[src/hw/rtl/spi_pwm_pkg.sv]
`default_nettype none

package spi_pwm_pkg;

  typedef enum logic [1:0] {
    ACT_SPI  = 2'd0,
    ACT_PIN  = 2'd1,
    ACT_BATT = 2'd2
  } action_e;

  typedef enum logic [2:0] {
    PH_CMD    = 3'd0,
    PH_HIGH   = 3'd1,
    PH_MIRROR = 3'd5,
    PH_DRV_A  = 3'd6,
    PH_DRV_B  = 3'd7
  } phase_e;

  localparam logic [7:0] CMD_TIMER  = 8'h01;
  localparam logic [7:0] CMD_WIDTH  = 8'h02;
  localparam logic [7:0] CMD_MIRROR = 8'h03;
  localparam logic [7:0] CMD_DRIVE  = 8'h04;
  localparam logic [7:0] CMD_BATT   = 8'h05;

  localparam logic       REG_STARTUP   = 1'b0;
  localparam logic [7:0] STARTUP_RESET = 8'd117;

endpackage

`default_nettype wire

[src/hw/rtl/spi_command_pwm_capture_bridge.sv]
// channel   dir  handshake                     payload
// s_axis    in   s_axis_tvalid/s_axis_tready   tuser: action; tdata: spi byte, pins,
//                                              pulse timer, cycle timer, battery
// m_axis    out  m_axis_tvalid/m_axis_tready   tuser: mirror_on; tdata: reply, drives
// apb       in   psel/penable/pwrite/pready    startup_drive at address 0
//
// one word per cycle sustained while m_axis_tready is high; input register, then result register
// the command, capture and mirror logic sits between those two registers
// rst_ni resets all but the payload/result data; drives reset to 117, mirror byte to one
// a stalled result holds in the output register while the input register takes one more
// word, so s_axis_tready only drops when both are full and m_axis_tready is low
`default_nettype none

module spi_command_pwm_capture_bridge
  import spi_pwm_pkg::*;
(
  input  wire logic        clk_i,
  input  wire logic        rst_ni,
  input  wire logic        s_axis_tvalid,
  output logic             s_axis_tready,
  // spi_byte[7:0], pin_levels[9:8], pulse_timer[17:10], cycle_timer[33:18],
  // battery_sample[43:34], zero fill
  input  wire logic [47:0] s_axis_tdata,
  // action[1:0]
  input  wire logic [1:0]  s_axis_tuser,
  output logic             m_axis_tvalid,
  input  wire logic        m_axis_tready,
  // reply_byte[7:0], drive_a[15:8], drive_b[23:16]
  output logic [23:0]      m_axis_tdata,
  // mirror_on[0]
  output logic [0:0]       m_axis_tuser,
  input  wire logic        psel,
  input  wire logic        penable,
  input  wire logic        pwrite,
  input  wire logic [2:0]  paddr,
  input  wire logic [31:0] pwdata,
  output logic [31:0]      prdata,
  output logic             pready
);

  logic        in_valid_q;
  action_e     action_q;
  logic [7:0]  spi_byte_q;
  logic [1:0]  pin_levels_q;
  logic [7:0]  pulse_timer_q;
  logic [15:0] cycle_timer_q;
  logic [9:0]  battery_sample_q;

  logic        out_valid_q;
  logic [23:0] out_data_q;
  logic        out_mirror_q;

  phase_e      phase_q, phase_d;
  logic [7:0]  startup_q;
  logic [7:0]  high_hold_q, high_hold_d;
  logic [7:0]  reply_q, reply_d;
  logic [7:0]  mirror_q, mirror_d;
  logic        level_a_q, level_a_d, level_b_q, level_b_d;
  logic [7:0]  start_a_q, start_a_d, start_b_q, start_b_d;
  logic [7:0]  width_a_q, width_a_d, width_b_q, width_b_d;
  logic [7:0]  drive_a_q, drive_a_d, drive_b_q, drive_b_d;
  logic [9:0]  battery_q, battery_d;

  logic        proc;
  logic        cfg_wr;

  assign proc          = in_valid_q && (!out_valid_q || m_axis_tready);
  assign s_axis_tready = !in_valid_q || proc;
  assign cfg_wr        = psel && penable && pwrite && pready && (paddr[2] == REG_STARTUP);
  assign pready        = 1'b1;
  assign prdata        = (paddr[2] == REG_STARTUP) ? {24'd0, startup_q} : 32'd0;

  assign m_axis_tvalid = out_valid_q;
  assign m_axis_tdata  = out_data_q;
  assign m_axis_tuser  = out_mirror_q;

  // command phase sequencing
  always_comb begin
    phase_d = phase_q;
    if (action_q == ACT_SPI) begin
      unique case (phase_q)
        PH_HIGH:   phase_d = PH_CMD;
        PH_MIRROR: phase_d = PH_CMD;
        PH_DRV_A:  phase_d = PH_DRV_B;
        PH_DRV_B:  phase_d = PH_CMD;
        default: begin
          unique case (spi_byte_q)
            CMD_TIMER:  phase_d = PH_HIGH;
            CMD_WIDTH:  phase_d = PH_HIGH;
            CMD_MIRROR: phase_d = PH_MIRROR;
            CMD_DRIVE:  phase_d = PH_DRV_A;
            CMD_BATT:   phase_d = PH_HIGH;
            default:    phase_d = PH_CMD;
          endcase
        end
      endcase
    end
  end

  // data path of one word
  always_comb begin
    high_hold_d = high_hold_q;
    reply_d     = reply_q;
    mirror_d    = mirror_q;
    level_a_d   = level_a_q;
    level_b_d   = level_b_q;
    start_a_d   = start_a_q;
    start_b_d   = start_b_q;
    width_a_d   = width_a_q;
    width_b_d   = width_b_q;
    drive_a_d   = drive_a_q;
    drive_b_d   = drive_b_q;
    battery_d   = battery_q;

    case (action_q)
      ACT_SPI: begin
        unique case (phase_q)
          PH_HIGH: reply_d = high_hold_q;
          PH_MIRROR: begin
            mirror_d = spi_byte_q;
            reply_d  = 8'd0;
          end
          PH_DRV_A: begin
            reply_d   = drive_a_q;
            drive_a_d = spi_byte_q;
          end
          PH_DRV_B: begin
            reply_d   = drive_b_q;
            drive_b_d = spi_byte_q;
          end
          default: begin
            unique case (spi_byte_q)
              CMD_TIMER: begin
                reply_d     = cycle_timer_q[7:0];
                high_hold_d = cycle_timer_q[15:8];
              end
              CMD_WIDTH: begin
                reply_d     = width_a_q;
                high_hold_d = width_b_q;
              end
              CMD_MIRROR: reply_d = {mirror_q[6:0], 1'b1};
              CMD_DRIVE:  reply_d = 8'd1;
              CMD_BATT: begin
                reply_d     = battery_q[7:0];
                high_hold_d = {6'd0, battery_q[9:8]};
              end
              default:    reply_d = 8'd0;
            endcase
          end
        endcase
      end
      ACT_PIN: begin
        if (pin_levels_q[0] != level_a_q) begin
          level_a_d = pin_levels_q[0];
          if (pin_levels_q[0]) begin
            start_a_d = pulse_timer_q;
          end else begin
            width_a_d = pulse_timer_q - start_a_q;
          end
        end
        if (pin_levels_q[1] != level_b_q) begin
          level_b_d = pin_levels_q[1];
          if (pin_levels_q[1]) begin
            start_b_d = pulse_timer_q;
          end else begin
            width_b_d = pulse_timer_q - start_b_q;
          end
        end
      end
      ACT_BATT: battery_d = battery_sample_q;
      default: ;
    endcase

    // mirror the captured widths onto the drives
    if (mirror_d != 8'd0 && width_a_d != 8'd0 && width_b_d != 8'd0) begin
      drive_a_d = width_a_d;
      drive_b_d = width_b_d;
    end
  end

  always_ff @(posedge clk_i or negedge rst_ni) begin
    if (!rst_ni) begin
      in_valid_q   <= 1'b0;
      out_valid_q  <= 1'b0;
      phase_q      <= PH_CMD;
      startup_q    <= STARTUP_RESET;
      high_hold_q  <= 8'd0;
      reply_q      <= 8'd0;
      mirror_q     <= 8'd1;
      level_a_q    <= 1'b0;
      level_b_q    <= 1'b0;
      start_a_q    <= 8'd0;
      start_b_q    <= 8'd0;
      width_a_q    <= 8'd0;
      width_b_q    <= 8'd0;
      drive_a_q    <= STARTUP_RESET;
      drive_b_q    <= STARTUP_RESET;
      battery_q    <= 10'd0;
    end else begin
      if (s_axis_tready) begin
        in_valid_q <= s_axis_tvalid;
      end
      if (proc) begin
        out_valid_q <= 1'b1;
      end else if (m_axis_tready) begin
        out_valid_q <= 1'b0;
      end
      if (proc) begin
        phase_q     <= phase_d;
        high_hold_q <= high_hold_d;
        reply_q     <= reply_d;
        mirror_q    <= mirror_d;
        level_a_q   <= level_a_d;
        level_b_q   <= level_b_d;
        start_a_q   <= start_a_d;
        start_b_q   <= start_b_d;
        width_a_q   <= width_a_d;
        width_b_q   <= width_b_d;
        battery_q   <= battery_d;
      end
      if (cfg_wr) begin
        startup_q <= pwdata[7:0];
        drive_a_q <= pwdata[7:0];
        drive_b_q <= pwdata[7:0];
      end else if (proc) begin
        drive_a_q <= drive_a_d;
        drive_b_q <= drive_b_d;
      end
    end
  end

  always_ff @(posedge clk_i) begin
    if (s_axis_tready && s_axis_tvalid) begin
      action_q         <= action_e'(s_axis_tuser);
      spi_byte_q       <= s_axis_tdata[7:0];
      pin_levels_q     <= s_axis_tdata[9:8];
      pulse_timer_q    <= s_axis_tdata[17:10];
      cycle_timer_q    <= s_axis_tdata[33:18];
      battery_sample_q <= s_axis_tdata[43:34];
    end
    if (proc) begin
      out_data_q   <= {drive_b_d, drive_a_d, reply_d};
      out_mirror_q <= (mirror_d != 8'd0);
    end
  end

  a_phase_legal: assert property (@(posedge clk_i) disable iff (!rst_ni)
    phase_q == PH_CMD || phase_q == PH_HIGH || phase_q == PH_MIRROR ||
    phase_q == PH_DRV_A || phase_q == PH_DRV_B)
    else $error("command phase left the legal set");

  a_mirror_flag: assert property (@(posedge clk_i) disable iff (!rst_ni)
    m_axis_tvalid |-> (m_axis_tuser[0] == (mirror_q != 8'd0)))
    else $error("mirror flag out of step with mirror byte");

  a_mirror_drive: assert property (@(posedge clk_i) disable iff (!rst_ni)
    m_axis_tvalid && mirror_q != 8'd0 && width_a_q != 8'd0 && width_b_q != 8'd0 |->
      m_axis_tdata[15:8] == width_a_q && m_axis_tdata[23:16] == width_b_q)
    else $error("drives do not follow captured widths");

  a_cfg_load: assert property (@(posedge clk_i) disable iff (!rst_ni)
    cfg_wr |=> drive_a_q == $past(pwdata[7:0]) && drive_b_q == $past(pwdata[7:0]))
    else $error("startup write did not load drives");

  a_reply_hold: assert property (@(posedge clk_i) disable iff (!rst_ni)
    proc |=> m_axis_tdata[7:0] == reply_q)
    else $error("reply byte differs from loaded reply");

endmodule

`default_nettype wire
[config.mk]
export PLATFORM = sky130hd
export DESIGN_NAME = spi_command_pwm_capture_bridge
export DESIGN_NICKNAME = d
export VERILOG_FILES = /design/src/hw/rtl/spi_pwm_pkg.sv /design/src/hw/rtl/spi_command_pwm_capture_bridge.sv
export SDC_FILE = /design/constraint.sdc
export NUM_CORES = 1
export LEC_CHECK = 0
export BUFFER_PORTS_ARGS = -buffer_cell sky130_fd_sc_hd__buf_2
export CORE_MARGIN = 4
export CORE_UTILIZATION = 45
export DETAILED_ROUTE_END_ITERATION = 8
export HOLD_SLACK_MARGIN = 0.03
export MAX_ROUTING_LAYER = met4
export PLACE_DENSITY = 0.67
export RECOVER_POWER = 50
export SYNTH_ARGS = -nofsm -noshare
export SYNTH_HDL_FRONTEND = slang
export SYNTH_SLANG_ARGS = --single-unit
[constraint.sdc]
create_clock -name clk_i -period 6.8 [get_ports clk_i]
set_input_delay 0.34 -clock clk_i [delete_from_list [all_inputs] [get_ports clk_i]]
set_output_delay 0.34 -clock clk_i [all_outputs]
set_load 0.01 [all_outputs]
### After elaboration in Yosys (flattened, before gate mapping)

Cells that the tools add are included.

| storage, ports and cells | value |
|---|---|
| input port bits | 92 |
| flip-flop bits (word level) | 168 |

| cells by class | value |
|---|---|
| bitwise operators | 2 |
| muxes and demuxes | 27 |
| equality and inequality tests | 13 |
| add/sub/neg operators | 2 |
| reduce and logical (&&, ||, !) cells | 28 |

Operator list:

| cell | number |
|---|---|
| 2-to-1 mux 8 bit | 20 |
| one-hot mux 8 bit (5 select lines) | 1 |
| one-hot mux 8 bit (4 select lines) | 1 |
| one-hot mux 8 bit (3 select lines) | 1 |
| nonzero test 8 bit | 3 |
| equality test 8 x 2 -> 1 bit (second input constant) | 2 |
| equality test 8 x 3 -> 1 bit (second input constant) | 2 |
| subtractor 8 bit | 2 |
| AND reduction 4 bit | 3 |
| equality test 3 bit (second input constant) | 3 |
| one-hot mux 3 bit (3 select lines) | 1 |
| equality test 8 x 1 -> 1 bit (second input constant) | 1 |
| logical AND 1 bit | 7 |
| one-hot mux 3 bit (2 select lines) | 1 |
| AND reduction 3 bit | 2 |
| OR reduction 3 bit | 2 |
| AND reduction 2 bit | 2 |
| nonzero test 2 bit | 2 |
| OR reduction 4 bit | 1 |
| equality test 3 x 1 -> 1 bit (second input constant) | 1 |
| nonzero test 3 bit | 1 |
| equality test 2 x 1 -> 1 bit (second input constant) | 1 |
| equality test 2 bit (second input constant) | 1 |
| zero test 1 bit | 2 |
| other kinds (5) | 9 |

### Logic depth before layout (Yosys ltp)

Gate-level depths: netlist of the first run.

| depth | value |
|---|---|
| word-level depth | 10 |
| depth in mapped cells | 13 |
| gate-level depth less buffers | 12 |

### Least setup slack after synthesis of the first run

No wires, ideal clock.

| timing | value |
|---|---|
| path type | register -> register |
| start | reg pulse_timer_q[0] |
| end | reg drive_b_q[7] |
| cell stages (with the launch flop) | 13 |
| buffers on the path | 0 |
| clock period less this slack | 3.152 ns |
| setup slack | 3.648 ns |
| setup time | 0.126 ns |
| data required time | 6.674 ns |
| data arrival time | 3.026 ns |
| cell sequence | edfxtp_1 > inv_1 > ha_1 > inv_1 > fa_1 > a21o_1 > a211oi_1 > o21ai_0 > a2111oi_0 > nand4_1 > o311ai_4 > mux2_2 > a221o_1 |

| between the ends | value |
|---|---|
| longest elaborated chain between the ends | 10 |
| elaborated cells on any way between the ends | 15 |
| classes of those cells | add/sub (2); mux (9); reduce/logical (4) |

RTL lines:

| what | line | text |
|---|---|---|
| from (decl) | spi_command_pwm_capture_bridge.sv:45 | `logic [7:0] pulse_timer_q;` |
| from (signal assigned) | spi_command_pwm_capture_bridge.sv:237 | `pulse_timer_q <= s_axis_tdata[17:10];` |
| subtractor 8 bit | spi_command_pwm_capture_bridge.sv:158 | `width_a_d = pulse_timer_q - start_a_q;` |
| 2-to-1 mux 8 bit | spi_command_pwm_capture_bridge.sv:155 | `if (pin_levels_q[0]) begin` |
| 2-to-1 mux 8 bit | spi_command_pwm_capture_bridge.sv:153 | `if (pin_levels_q[0] != level_a_q) begin` |
| 2-to-1 mux 8 bit | spi_command_pwm_capture_bridge.sv:115 | `case (action_q)` |
| nonzero test 8 bit | spi_command_pwm_capture_bridge.sv:175 | `if (mirror_d != 8'd0 && width_a_d != 8'd0 && width_b_d != 8'd0) begin` |
| logical AND 1 bit (2 in series) | spi_command_pwm_capture_bridge.sv:175 |  |
| 2-to-1 mux 8 bit (*) | spi_command_pwm_capture_bridge.sv:175 |  |
| named net drive_b_d[7] | spi_command_pwm_capture_bridge.sv:61 | `logic [7:0] drive_a_q, drive_a_d, drive_b_q, drive_b_d;` |
| 2-to-1 mux 8 bit (*) | spi_command_pwm_capture_bridge.sv:225 | `end else if (proc) begin` |
| 2-to-1 mux 8 bit (*) | spi_command_pwm_capture_bridge.sv:221 | `if (cfg_wr) begin` |
| to (signal assigned) | spi_command_pwm_capture_bridge.sv:224 | `drive_b_q <= pwdata[7:0];` |
| to (signal assigned) | spi_command_pwm_capture_bridge.sv:227 | `drive_b_q <= drive_b_d;` |
| to (decl) | spi_command_pwm_capture_bridge.sv:61 |  |

The timed path passes the listed nets; every way through them passes the cells marked *. The select of a mux whose other input is x is not followed.
A chain may end at the register's enable or synchronous reset.

### Worst setup path in the final report of the first run

| timing | value |
|---|---|
| start | reg out_valid_q, in the netlist m_axis_tvalid |
| end | reg high_hold_q[4] |

| between the ends | value |
|---|---|
| longest elaborated chain between the ends | 4 |

RTL lines:

| what | line | text |
|---|---|---|
| from (decl) | spi_command_pwm_capture_bridge.sv:49 | `logic out_valid_q;` |
| from (signal assigned) | spi_command_pwm_capture_bridge.sv:184 | `out_valid_q <= 1'b0;` |
| from (signal assigned) | spi_command_pwm_capture_bridge.sv:204 | `out_valid_q <= 1'b1;` |
| from (signal assigned) | spi_command_pwm_capture_bridge.sv:206 | `out_valid_q <= 1'b0;` |
| zero test 1 bit | spi_command_pwm_capture_bridge.sv:67 | `assign proc = in_valid_q && (!out_valid_q \|\| m_axis_tready);` |
| logical OR 1 bit | spi_command_pwm_capture_bridge.sv:67 |  |
| logical AND 1 bit | spi_command_pwm_capture_bridge.sv:67 |  |
| AND reduction 4 bit (no source line) | -- |  |
| to (signal assigned) | spi_command_pwm_capture_bridge.sv:210 | `high_hold_q <= high_hold_d;` |
| to (decl) | spi_command_pwm_capture_bridge.sv:55 | `logic [7:0] high_hold_q, high_hold_d;` |

Every way passes these cells.

==> results of run 1 <==
[logic make-up (layout without fill, tap and decap cells)]
family | after synthesis | in the layout | share of synthesized area, %
buffers and inverters | 74 | 154 | 4.81
muxes | 80 | 80 | 10.5
other | 2 | 25 | 0.0920
adders and majority gates | 16 | 16 | 2.64
AOI/OAI and AO/OA | 173 | 173 | 14.7
and+or+nand+nor | 161 | 161 | 10.2
DFF | 168 | 168 | 56.1
xor gates and xnor gates | 9 | 9 | 0.966
[state kept, by name (all words and copies together) (netlist names), 10 cells and up]
signal / cells
m_axis_tdata: 24
cycle_timer_q: 16
battery_sample_q: 10
battery_q: 10
[layer usage]
layer	vias to the layer above	GRT usage, %
li1	2667	-
met1	2756	26.2
met4	0	5.40
met5	-	-
met3	18	3.92
met2	237	29.2
[layout make-up]
| type | instances | area share [%] |
|---|---|---|
| Inverter | 20 | 0.807 |
| Sequential cell | 168 | 49.3 |
| Clock inverter | 12 | 1.90 |
| Timing Repair Buffer | 102 | 5.05 |
| Tap cell | 225 | 3.03 |
| Clock buffer | 20 | 4.70 |
| Multi-Input combinational cell | 464 | 35.3 |
[how the worst max path moves through the flow]
stage,from,cells after the start,endpoint
floorplan,pulse_timer_q[0],12,drive_b_q[7]
CTS,pulse_timer_q[0],12,drive_b_q[7]
global route,m_axis_tvalid,9,high_hold_q[7]
finish,m_axis_tvalid,9,high_hold_q[4]
global placement,pulse_timer_q[0],12,drive_b_q[7]
detailed placement,pulse_timer_q[0],12,drive_b_q[7]
[report_power, final]
group,total [mW],internal [mW],switching [mW]
registers,1.41,1.27,0.141
clock network,1.00,0.615,0.385
logic,0.679,0.286,0.392
total,3.09,2.17,0.918
[critical path, delay by kind of cell (launching register included)]
kind            cells  cell delay (ns)
buf+inv             3             2.25
simple gates        4             1.10
compound gates      2             0.74
flops               1             0.39
[cells in the mapped netlist, types with 3 or more instances]
cell type,n,area share [%]
o21ai_0,54,3.3
o21ai_1,5,0.31
a22o_1,16,1.7
xnor2_1,3,0.32
nor2_1,24,1.1
a21oi_1,22,1.3
xor2_1,6,0.64
mux2i_1,34,4.2
mux2_2,45,6.2
nor3_1,3,0.18
dfrtp_1,81,25
nand3_1,8,0.49
nand2b_1,3,0.23
edfxtp_1,71,26
ha_1,14,2.1
a21o_1,23,2.1
and3_1,7,0.54
a31oi_1,3,0.23
nor4_1,4,0.31
nor2b_1,15,1.1
a211oi_1,9,0.83
inv_1,20,0.92
o31ai_1,3,0.28
clkbuf_1,24,1.1
and2_1,11,0.84
nand2_1,59,2.7
nand3b_1,7,0.64
a221o_1,15,1.8
a221oi_1,8,0.86
buf_4,25,2.3
dfstp_2,16,5.1
[layout by cell type (no fill, tap or decap), types with 17 or more instances in the layout]
cell	instances
clkbuf_1	44
mux2_2	45
a21o_1	23
nor2_1	24
inv_1	20
clkbuf_16	17
o21ai_0	54
edfxtp_1	71
conb_1	25
dfrtp_1	81
nand2_1	59
a21oi_1	22
mux2i_1	34
buf_2	58
==> impl_metrics.env, run 1 <==
export IMPL_outcome="finished, violations left"
export IMPL_failed_checks="max-capacitance violations, max-slew violations"
export IMPL_path_common_cell="nand2_1"
export IMPL_syn_to_final_growth_pct=13.9
export IMPL_routedWlPerCell_um=18.6
export IMPL_hpwlAfterDp_um=13900
export IMPL_clock_latency_ns=0.42
export IMPL_top_layer="met4"
export IMPL_synth_seq_area_share_pct=56.1
export IMPL_grt_use_total_pct=19.1
export IMPL_drtIter0Drc=518
export IMPL_final_cells=1011
export IMPL_reg2reg_slack_ns=2.15
export IMPL_max_freq_mhz=215
export IMPL_timing_rr_start="m_axis_tvalid"
export IMPL_synth_cell_types=62
export IMPL_post_dp_cell_area_sq_um=8740
export IMPL_syn_area_per_cell_sq_um=12.0
export IMPL_rr_worst_depth=9
export IMPL_cts_resized=0
export IMPL_viasPerCell=5.62
export IMPL_utilization_pct=53.0
export IMPL_clock_path_buffers=2
export IMPL_wl_met1_um=8380
export IMPL_multi_input_area_sq_um=3280
export IMPL_worstPathRequired_ns=7.08
export IMPL_vias=5678
export IMPL_die_y_um=143
export IMPL_ys_flop_type="dfrtp_1"
export IMPL_cp_start_kind="flip-flop"
export IMPL_die_x_um=143
export IMPL_path_cells="nand2b_1 -> nand2_1 -> clkbuf_1 -> inv_1 -> clkbuf_1 -> nand2_1 -> a211o_1 -> nand2_1 -> o21ai_0"
export IMPL_min_path_cells=1
export IMPL_hold_ws_ns=0.0922
export IMPL_grt_max_degree=70
export IMPL_cts_buffers=17
export IMPL_timing_rr_end="high_hold_q[4]"
export IMPL_grt_pass1_wl_um=29400
export IMPL_io_pins=152
export IMPL_max_cap_violations=2
export IMPL_fin_nets=881
export IMPL_preCtsSetupSlack_ns=2.93
export IMPL_finalMaxSlewViolations=68
export IMPL_crit_fanout=37
export IMPL_setup_viol=0
export IMPL_setup_tns_ns=0
export IMPL_tritoncts="yes"
export IMPL_finalWirelength_um=18800
export IMPL_clk_pin_slew_worst_paths_ns=0.07
export IMPL_leakage_nw=4.13
export IMPL_worstPathArrival_ns=4.93
export IMPL_ant_nets=0
export IMPL_num_antenna_cells=0
export IMPL_postCtsHoldBufs=1
export IMPL_fillers=1522
export IMPL_grt_pass1_vias=5479
export IMPL_netlist_area_sq_um=8160
export IMPL_die_area_sq_um=20400
export IMPL_placed_cells=978
export IMPL_worstMarginPinSlew_ns=1.92
export IMPL_gp_congestion=0.944
export IMPL_post_route_cell_area_sq_um=9300
export IMPL_hp_class="in -> reg"
export IMPL_crit_type="reg -> reg"
export IMPL_slew_headroom_pct=-28.2
export IMPL_hold_end="cycle_timer_q[7]"
export IMPL_hold_viol_final=0
export IMPL_start_util_pct=46.6
export IMPL_ys_ff_latch=168
export IMPL_total_power_mw=3.09
export IMPL_coreArea_sq_um=17500
export IMPL_cpMaxStageDelayCell="clkbuf_1"
export IMPL_synth_edff_count=71
export IMPL_synth_async_reset_ratio_pct=57.7
export IMPL_min_from="s_axis_tdata[25]"
export IMPL_peakVddDrop_uv=184
export IMPL_drtPass1Iterations=6
export IMPL_antenna_found_initial=0
export IMPL_cts_max_level=4
export IMPL_drive_above_1_share_pct=19.6
export IMPL_rows=48
export IMPL_skew_ns=0.00992
export IMPL_postSynthCellCount=683
export IMPL_min_period_ns=4.65
export IMPL_regArea_sq_um=4580
export IMPL_yosysWarningCount=0
export IMPL_end_kind="flip-flop"
export IMPL_globalRouteOverflowTotal=0
export IMPL_drc=0
export IMPL_cts_root_buf="clkbuf_16"
export IMPL_slowest_delay_ns=1.41
export IMPL_setup_ws_ns=2.15
export IMPL_wl_met2_um=8640
export IMPL_cts_setup_buffers=0
export IMPL_rsz0062_at_grt="false"
export IMPL_cts_num_sinks=168
export IMPL_met3_length_um=1420
export IMPL_numPortBuffers=96
export IMPL_p_per_area_nw_per_um2=332
export IMPL_period_share_pct=68.3
Power figures use the tool's default switching activity.
==> inputs of run 2 (changes only) <==
--- a/config.mk
+++ b/config.mk
@@ -5,13 +5,14 @@
 export SDC_FILE = /design/constraint.sdc
 export NUM_CORES = 1
 export LEC_CHECK = 0
+export ABC_AREA = 1
 export BUFFER_PORTS_ARGS = -buffer_cell sky130_fd_sc_hd__buf_2
 export CORE_MARGIN = 4
 export CORE_UTILIZATION = 45
 export DETAILED_ROUTE_END_ITERATION = 8
 export HOLD_SLACK_MARGIN = 0.03
 export MAX_ROUTING_LAYER = met4
-export PLACE_DENSITY = 0.67
+export PLACE_DENSITY = 0.69
 export RECOVER_POWER = 50
 export SYNTH_ARGS = -nofsm -noshare
 export SYNTH_HDL_FRONTEND = slang
==> constraint.sdc (replaced) <==
create_clock -name clk_i -period 4.1 [get_ports clk_i]
set_input_delay 0.205 -clock clk_i [delete_from_list [all_inputs] [get_ports clk_i]]
set_output_delay 0.205 -clock clk_i [all_outputs]
set_load 0.01 [all_outputs]
==> impl_metrics.env, run 2 <==
export IMPL_rr_worst_depth=14
export IMPL_timing_rr_start="pulse_timer_q[0]"
export IMPL_hold_end="startup_q[4]"
export IMPL_drive_above_1_share_pct=13.4
export IMPL_gp_congestion=0.951
export IMPL_grt_max_degree=72
export IMPL_cts_setup_buffers=0
export IMPL_min_from="pwdata[4]"
export IMPL_regArea_sq_um=4580
export IMPL_antenna_found_initial=0
export IMPL_cts_num_sinks=168
export IMPL_path_common_cell="nand2_1"
export IMPL_min_period_ns=3.01
export IMPL_finalMaxSlewViolations=119
export IMPL_path_buf_inv=2
export IMPL_syn_area_per_cell_sq_um=8.69
export IMPL_skew_ns=0.0112
export IMPL_max_freq_mhz=332
export IMPL_coreArea_sq_um=18700
export IMPL_finalWirelength_um=21000
export IMPL_crit_fanout=16
export IMPL_grt_pass1_wl_um=34300
export IMPL_end_kind="flip-flop"
export IMPL_io_pins=152
export IMPL_globalRouteOverflowTotal=0
export IMPL_worstMarginPinSlew_ns=2.44
export IMPL_worstPathArrival_ns=3.20
export IMPL_rows=50
export IMPL_drtIter0Drc=575
export IMPL_cts_root_buf="clkbuf_16"
export IMPL_timing_rr_end="m_axis_tdata[19]"
export IMPL_largest_reg_flops=24
export IMPL_synth_cell_types=46
export IMPL_slowest_delay_ns=0.44
export IMPL_synth_common_cells="nand2_1 (258), inv_1 (155), o21ai_0 (105)"
export IMPL_vias=7003
export IMPL_yosysWarningCount=0
export IMPL_synth_fa_ha_area_share_pct=2.51
export IMPL_synth_xor_area_share_pct=0.408
export IMPL_synth_top_family_by_area="simple AND/OR/NAND/NOR gates"
export IMPL_hp_class="in -> reg"
export IMPL_placed_cells=1298
export IMPL_ys_flop_type="dfrtp_1"
export IMPL_viasPerCell=5.08
export IMPL_reg2reg_slack_ns=1.09
export IMPL_grt_pass1_vias=6687
export IMPL_synth_async_reset_ratio_pct=57.7
export IMPL_synth_most_common_cell="nand2_1"
export IMPL_worstPathRequired_ns=4.28
export IMPL_setup_viol=0
export IMPL_path_cells="inv_1 -> ha_1 -> inv_1 -> fa_1 -> nand3b_1 -> nand2_1 -> nand2_1 -> nor2_1 -> nand2_1 -> nor2_2 -> nand4_4 -> nand3_2 -> nand2_1 -> and2_1"
export IMPL_worst_path_dominant_cell_family="simple AND/OR/NAND/NOR gates"
export IMPL_synth_compound_area_share_pct=10.2
export IMPL_clock_latency_ns=0.43
export IMPL_start_util_pct=45.9
export IMPL_drc=0
export IMPL_setup_tns_ns=0
export IMPL_postSynthCellCount=988
export IMPL_fin_nets=1240
export IMPL_clk_pin_slew_worst_paths_ns=0.06
export IMPL_mostFrequentLayoutCell="nand2_1"
export IMPL_period_share_pct=73.5
export IMPL_clock_path_buffers=2
export IMPL_synthTopCellsByArea="edfxtp_1 (25%), dfrtp_1 (24%), nand2_1 (11%)"
export IMPL_synthSimpleGateAreaFrac_pct=21.3
export IMPL_cpMaxStageDelayCell="fa_1"
export IMPL_die_y_um=146
export IMPL_cts_resized=0
export IMPL_cts_max_level=4
export IMPL_failed_checks="max-capacitance violations, max-slew violations"
export IMPL_netlist_area_sq_um=8580
export IMPL_synthMuxAreaShare_pct=1.57
export IMPL_die_x_um=146
export IMPL_drtPass1Iterations=5
export IMPL_final_cells=1379
export IMPL_crit_type="reg -> reg"
export IMPL_final_cell_mix="nand2_1 (258), inv_1 (154), o21ai_0 (105)"
export IMPL_yosysTopAreaCell="edfxtp_1"
export IMPL_synth_top_area_share_pct=24.8
export IMPL_rsz0062_at_grt="false"
export IMPL_grt_use_total_pct=20.8
export IMPL_num_antenna_cells=0
export IMPL_max_cap_violations=2
export IMPL_numPortBuffers=96
export IMPL_cp_start_kind="flip-flop"
export IMPL_fillers=1719
export IMPL_hold_viol_final=0
export IMPL_synth_edff_count=71
export IMPL_die_area_sq_um=21400
export IMPL_outcome="finished, violations left"
export IMPL_multi_input_area_sq_um=3170
export IMPL_slew_headroom_pct=-62.8
export IMPL_syn_to_final_growth_pct=19.2
export IMPL_min_path_cells=3
export IMPL_synth_seq_area_share_pct=53.3
export IMPL_ant_nets=0
export IMPL_cts_buffers=17
export IMPL_p_per_area_nw_per_um2=691
export IMPL_routedWlPerCell_um=15.3
export IMPL_ys_ff_latch=168
export IMPL_leakage_nw=4.90
export IMPL_tritoncts="yes"
export IMPL_peakVddDrop_uv=390
export IMPL_hpwlAfterDp_um=15400
run 2: cell types whose count changed in the layout (fill, tap and decap cells not counted), moves of 12 or more:
| cell | change |
|---|---|
| o21ai_0 | +51 |
| nand2_1 | +199 |
| and2_1 | +12 |
| mux2i_1 | -34 |
| a22o_1 | -16 |
| a21o_1 | -23 |
| dlygate4sd3_1 | +48 |
| mux2_2 | -33 |
| nand3_1 | +63 |
| a221o_1 | -15 |
| nor2b_1 | -15 |
| inv_1 | +134 |
run 2: cell families (layout without fill, tap and decap cells):
| kind of cell | after synthesis | after routing |
|---|---|---|
| muxes | 12 | 12 |
| xor gates and xnor gates | 4 | 4 |
| adders and majority gates | 16 | 16 |
| AOI/OAI and AO/OA | 162 | 162 |
| DFF | 168 | 168 |
| buffers and inverters | 210 | 344 |
| and+or+nand+nor | 414 | 414 |
| other | 2 | 25 |
run 2: power breakdown:
part / internal, mW / switching (mW) / total (mW) / leakage, nW
clock network: 0.972 / 0.684 / 1.66 / 0.307
registers: 2.41 / 0.270 / 2.68 / 1.86
logic: 0.951 / 1.78 / 2.73 / 2.73
run 2: final cells by class:
type	instances	area share, %
repair buffers	150	9.39
well taps	234	2.86
clock buffers	21	4.70
multi-input cells	633	31.0
clock inverters	11	1.28
inverters	162	5.97
flip-flops and latches	168	44.8
run 2: through the flow:
step	util, %	power [mW]	hold slack (ns)	area (sq um)	worst slack (ns)
after global routing	54.7	7.59	0.0664	10200	0.858
final	54.7	7.07	0.0489	10200	1.09
after global placement	49.1	5.33	0.383	9180	1.19
after detailed placement	49.1	5.40	0.383	9180	1.11
after floorplan	-	4.66	-0.0906	8670	1.68
after CTS	55.0	7.11	0.0351	10300	1.10
run 2: worst max path at each step:
stage                       end  slack, ns  depth (start not counted)              from
2_1_floorplan   m_axis_tdata[8]       1.68                         15  pulse_timer_q[0]
3_3_place_gp   m_axis_tdata[17]       1.19                         14  pulse_timer_q[0]
3_5_place_dp   m_axis_tdata[19]       1.11                         14  pulse_timer_q[0]
4_1_cts        m_axis_tdata[17]       1.10                         14  pulse_timer_q[0]
5_1_grt        m_axis_tdata[19]       0.86                         14  pulse_timer_q[0]
6_report       m_axis_tdata[19]       1.09                         14  pulse_timer_q[0]
run 2: worst register-to-register path, cell delays in order, from the launching register on:
cell and delay [ns]:
edfxtp_1 0.36, inv_1 0.13, ha_1 0.16, inv_1 0.07, fa_1 0.44, nand3b_1 0.18, nand2_1 0.17, nand2_1 0.07
nor2_1 0.09, nand2_1 0.07, nor2_2 0.12, nand4_4 0.23, nand3_2 0.41, nand2_1 0.12, and2_1 0.17
run 2: per-layer routing:
metal,vias to the layer above,track usage (%),wire length [um]
li1,3451,-,-
met1,3290,27.8,9740
met2,230,31.8,9600
met3,32,4.31,1280
met4,0,6.82,425
met5,-,-,0
run 2: timing repair:
action,CTS,global route
endpoints found under the setup margin,0,0
hold buffers,49,0
endpoints found under the hold margin,103,0
